### src/sv/shm_mul.sv
// Shared signed 32 by 32 multiplier with a registered product.
module shm_mul (
  input  logic               clk,
  input  logic signed [31:0] a,
  input  logic signed [31:0] b,
  output logic signed [63:0] prod
);

  // The product is registered before any rounding or accumulation.
  always_ff @(posedge clk) begin
    prod <= a * b;
  end

endmodule

### config.mk
export PLATFORM = sky130hd
export DESIGN_NAME = shm_mul
export DESIGN_NICKNAME = d
export VERILOG_FILES = /design/src/sv/shm_mul.sv
export SDC_FILE = /design/constraint.sdc
export NUM_CORES = 2
export LEC_CHECK = 0
export ABC_AREA = 1
export BUFFER_PORTS_ARGS = -buffer_cell sky130_fd_sc_hd__buf_2
export CORE_MARGIN = 1.5
export CORE_UTILIZATION = 30
export DETAILED_ROUTE_END_ITERATION = 6
export GPL_ROUTABILITY_DRIVEN = 0
export PLACE_DENSITY = 0.43
export REMOVE_ABC_BUFFERS = 1
export SLEW_MARGIN = 20
export SYNTH_ARGS = -nofsm -noshare
export SYNTH_HDL_FRONTEND = slang
export SYNTH_SLANG_ARGS = --single-unit
### constraint.sdc
create_clock -name clk -period 8.8 [get_ports clk]
set_input_delay 2.64 -clock clk [delete_from_list [all_inputs] [get_ports clk]]
set_output_delay 2.64 -clock clk [all_outputs]
set_load 0.005 [all_outputs]
# Word-level counts from Yosys, hierarchy flattened
# Index checks and enable logic that the tools add are counted.
[totals]
out_inout_bits = 64
latchBits = 0
mem_bits_ro = 0
ram_bits = 0
register_bits = 64
n_memories = 0
[classes]
n_addsub = 0
reduce_logical = 0
multipliers = 1
div_mod_pow = 0
bitwise_logic = 0
muxes = 0
magnitude_cmp = 0
shift = 0
n_eq_ne = 0
[op_table]
columns = ["operator", "count"]
rows = [
  ["$mul A32 B32 Y64", 1],
]

# Depth between registers and ports, before layout
[depth]
word_depth = 1
ltp_mapped = 31

# Worst setup path before layout
# No wires, ideal clock.
[synth_path]
path_kind = "input -> register"
startpoint = "input port a[31]"
endpoint = "register prod[59]"
setup_time_ps = 113
path_slack_ps = -484
cell_stages = 27
n_path_buf = 1
t_arrival_ps = 9172
path_cell_list = "clkbuf_1 > nand2_1 > inv_1 > fa_1 > inv_1 > fa_1 > inv_1 > fa_1 > fa_1 > inv_1 > fa_1 > inv_1 > fa_1 > inv_1 > fa_1 > fa_1 > inv_1 > ha_1 > nand2_2 > nor2_1 > inv_1 > nor2_1 > nand2_1 > nor3_1 > nand2_1 > nand4_1 > nand2_1"
[synth_via]
elab_chain_cells = 1
[synth_lines]
columns = ["element", "line_no", "rtl"]
rows = [
  ["from (decl)", "4", "input logic signed [31:0] a,"],
  ["$mul A32 B32 Y64", "11", "prod <= a * b;"],
  ["to (signal assigned)", "11", ""],
  ["to (decl)", "6", "output logic signed [63:0] prod"],
]
# No other way between the ends.

# Final worst setup path
[layout_path]
startpoint = "input port a[31]"
endpoint = "register prod[40]"
# Same word-level chain as after synthesis.

==> impl_results.md <==
* Min Tclk post-route at just under 9000 ps
* Register area share after synthesis at 0.0319
* Fin crit share at 0.998
* Syn Area/Cell at just under 8 µm²
* Mapped Cells at slightly above 5000
* Initial antenna violation count at 8
* Proportion of layout cells with a drive suffix above 1 at 0.205
* CP max-delay cell: fa_2
* Critical Path Start Type: input pin
* # H-tree levels at 3
* Largest net degree at the start of global routing at 28
* Worst path max stage delay at about 630 ps
* Grt ovf at 0
* Most common cell after layout, fill and taps aside: inv_1
* Slew @ Worst Pin at roughly 490 ps
* Status: finished, final reports clean
* Drt pass-1 iters at 5
* Place WS at -858 ps
* Reg clk slew, reported paths at roughly 70 ps
* RSZ-0062 raised after global routing: true
* Max Fclk at between 100 and 150 MHz
* Largest reg by FF count: prod
* Max_cap viols at 0
* Site Rows at between 100 and 150
* Final setup violating endpoints at 0
* Die H at 369 µm
* Routed vias at around 32000
* CTS Buffer Depth at 2
* Worst Path Arrival at approximately 9100 ps
* Crit path max fanout at 8
* Max transition margin at 0.675
* HPWL Detailed at approximately 120000 µm
* CP Class: in2reg
* Die area at approximately 0.14 mm²
* First-pass GRT wire length at 207000 µm
* Clk sinks at 64
* Die Span X at about 370 µm
* Fin nets at 7007
* Mapped Area at between 0.04 and 0.05 mm²
* Crit-path leading delay family: adder cells
* Crit end category: flip-flop
* Clock Root Buffer: clkbuf_16
* Num CTS Buffers at 9
* Distinct cells, synth at 27
* Final worst slack at ~14 ps
* Biggest regs: prod (64)
* Count of input and output buffers at approximately 130
* CTS tree: done
* Initial core utilization at 0.302
* WP buf/inv at 9
* HP Class: in2reg
* Layout area overhead at 25.0%
* Worst path most repeated cell: fa_1
* Hold Fails Final Rpt at 0
* Cell count along the critical path at 26
* Vias/cell at between 4 and 5
* Yosys reg bits at between 60 and 70
* YS warnings at 0
* Critical Path RT at approximately 9000 ps
* Iter 0 DRT Violations at 1764
* WHS at ~3000 ps
* Hold buffers post-CTS at 0
* Pins Over Slew Limit at 0
* Drc violations at 0
* Antenna viol nets, final at 0
* Commonest cells after routing, fill and taps aside: 1651 x inv_1, 1398 x nand2_1, 1037 x fa_1
* Core box area at around 0.13 mm²
* Wire per inst at about 18 µm
* Largest register FFs at 64
* Total GRT Usage at 0.200
* # IOs at approximately 130
* WHS Path Cells at 4
* Final WL at 137000 µm
* Vias in the first global route at 34700
-- routing by layer --
metal | GRT usage | wire length, µm | vias to the layer above
li1 | - | - | 15000
met1 | 0.281 | 62700 | 16400
met2 | 0.341 | 66100 | 652
met3 | 0.0185 | 5770 | 91
met4 | 0.0284 | 2450 | 0
met5 | 0 | 0 | -
-- logic make-up (layout without fill, tap and decap cells) --
group / after synthesis / in the layout / share of synthesized area
fa+ha+maj: 1266 / 1266 / 0.596
xor+xnor: 34 / 34 / 0.00741
compound gates: 95 / 95 / 0.0126
simple gates: 1773 / 1773 / 0.175
flops: 64 / 64 / 0.0319
buf+inv: 1892 / 2449 / 0.177
other cells: 0 / 1 / 0
-- metrics by stage --
stage               instances  TNS, ps  instance area, µm²  utilization
floorplan                4932    -3170               39500            -
global placement         7368   -29100               47200        0.354
detailed placement       7368   -28440               47200        0.354
CTS                      7394     -126               48100        0.361
global route             7449    -2090               50200        0.377
finish                   7450        0               50300        0.377
-- timing repair --
| item | 4_1_cts | 5_1_grt |
|---|---|---|
| pin swaps | 48 | 165 |
| setup buffers | 10 | 44 |
| gates resized for setup | 147 | 396 |
| gates cloned | 0 | 11 |
| setup endpoints to repair | 44 | 45 |
-- final timing paths --
check | startpoint | to | slack [ps]
worst max-delay path | a[31] | prod[40] | 10
worst min-delay path | a[0] | prod[0] | 2960
-- Yosys cell counts (all sizes together) --
cell / instances / area, µm²
xor2: 31 / 272
nand2: 1525 / 5780
inv: 1700 / 6380
clkbuf: 192 / 721
o21bai: 8 / 60.1
nand3: 79 / 425
o21a: 1 / 7.51
xnor2: 3 / 26.3
o21ai: 21 / 105
nor3: 16 / 105
a21oi: 63 / 319
a21o: 2 / 15.0
dfxtp: 64 / 1280
fa: 1082 / 21700
nand3b: 6 / 45.0
nand4: 13 / 81.3
nor2: 127 / 577
or2: 7 / 43.8
ha: 184 / 2300
-- cell type report --
class                      instances  area [µm²]
antenna                            1        2.50
timing repair buffer             733        6550
fill                           14000       83000
sequential                        64        1280
clock buffer                      10         239
tap                             1768        2210
multi-input combinational       3168       33500
inverter                        1700        6390
clock inverter                     6        43.8
Power is left out: the tool's default activity adds up to more than one toggle a clock period on the data nets, which glitch-free logic cannot reach.
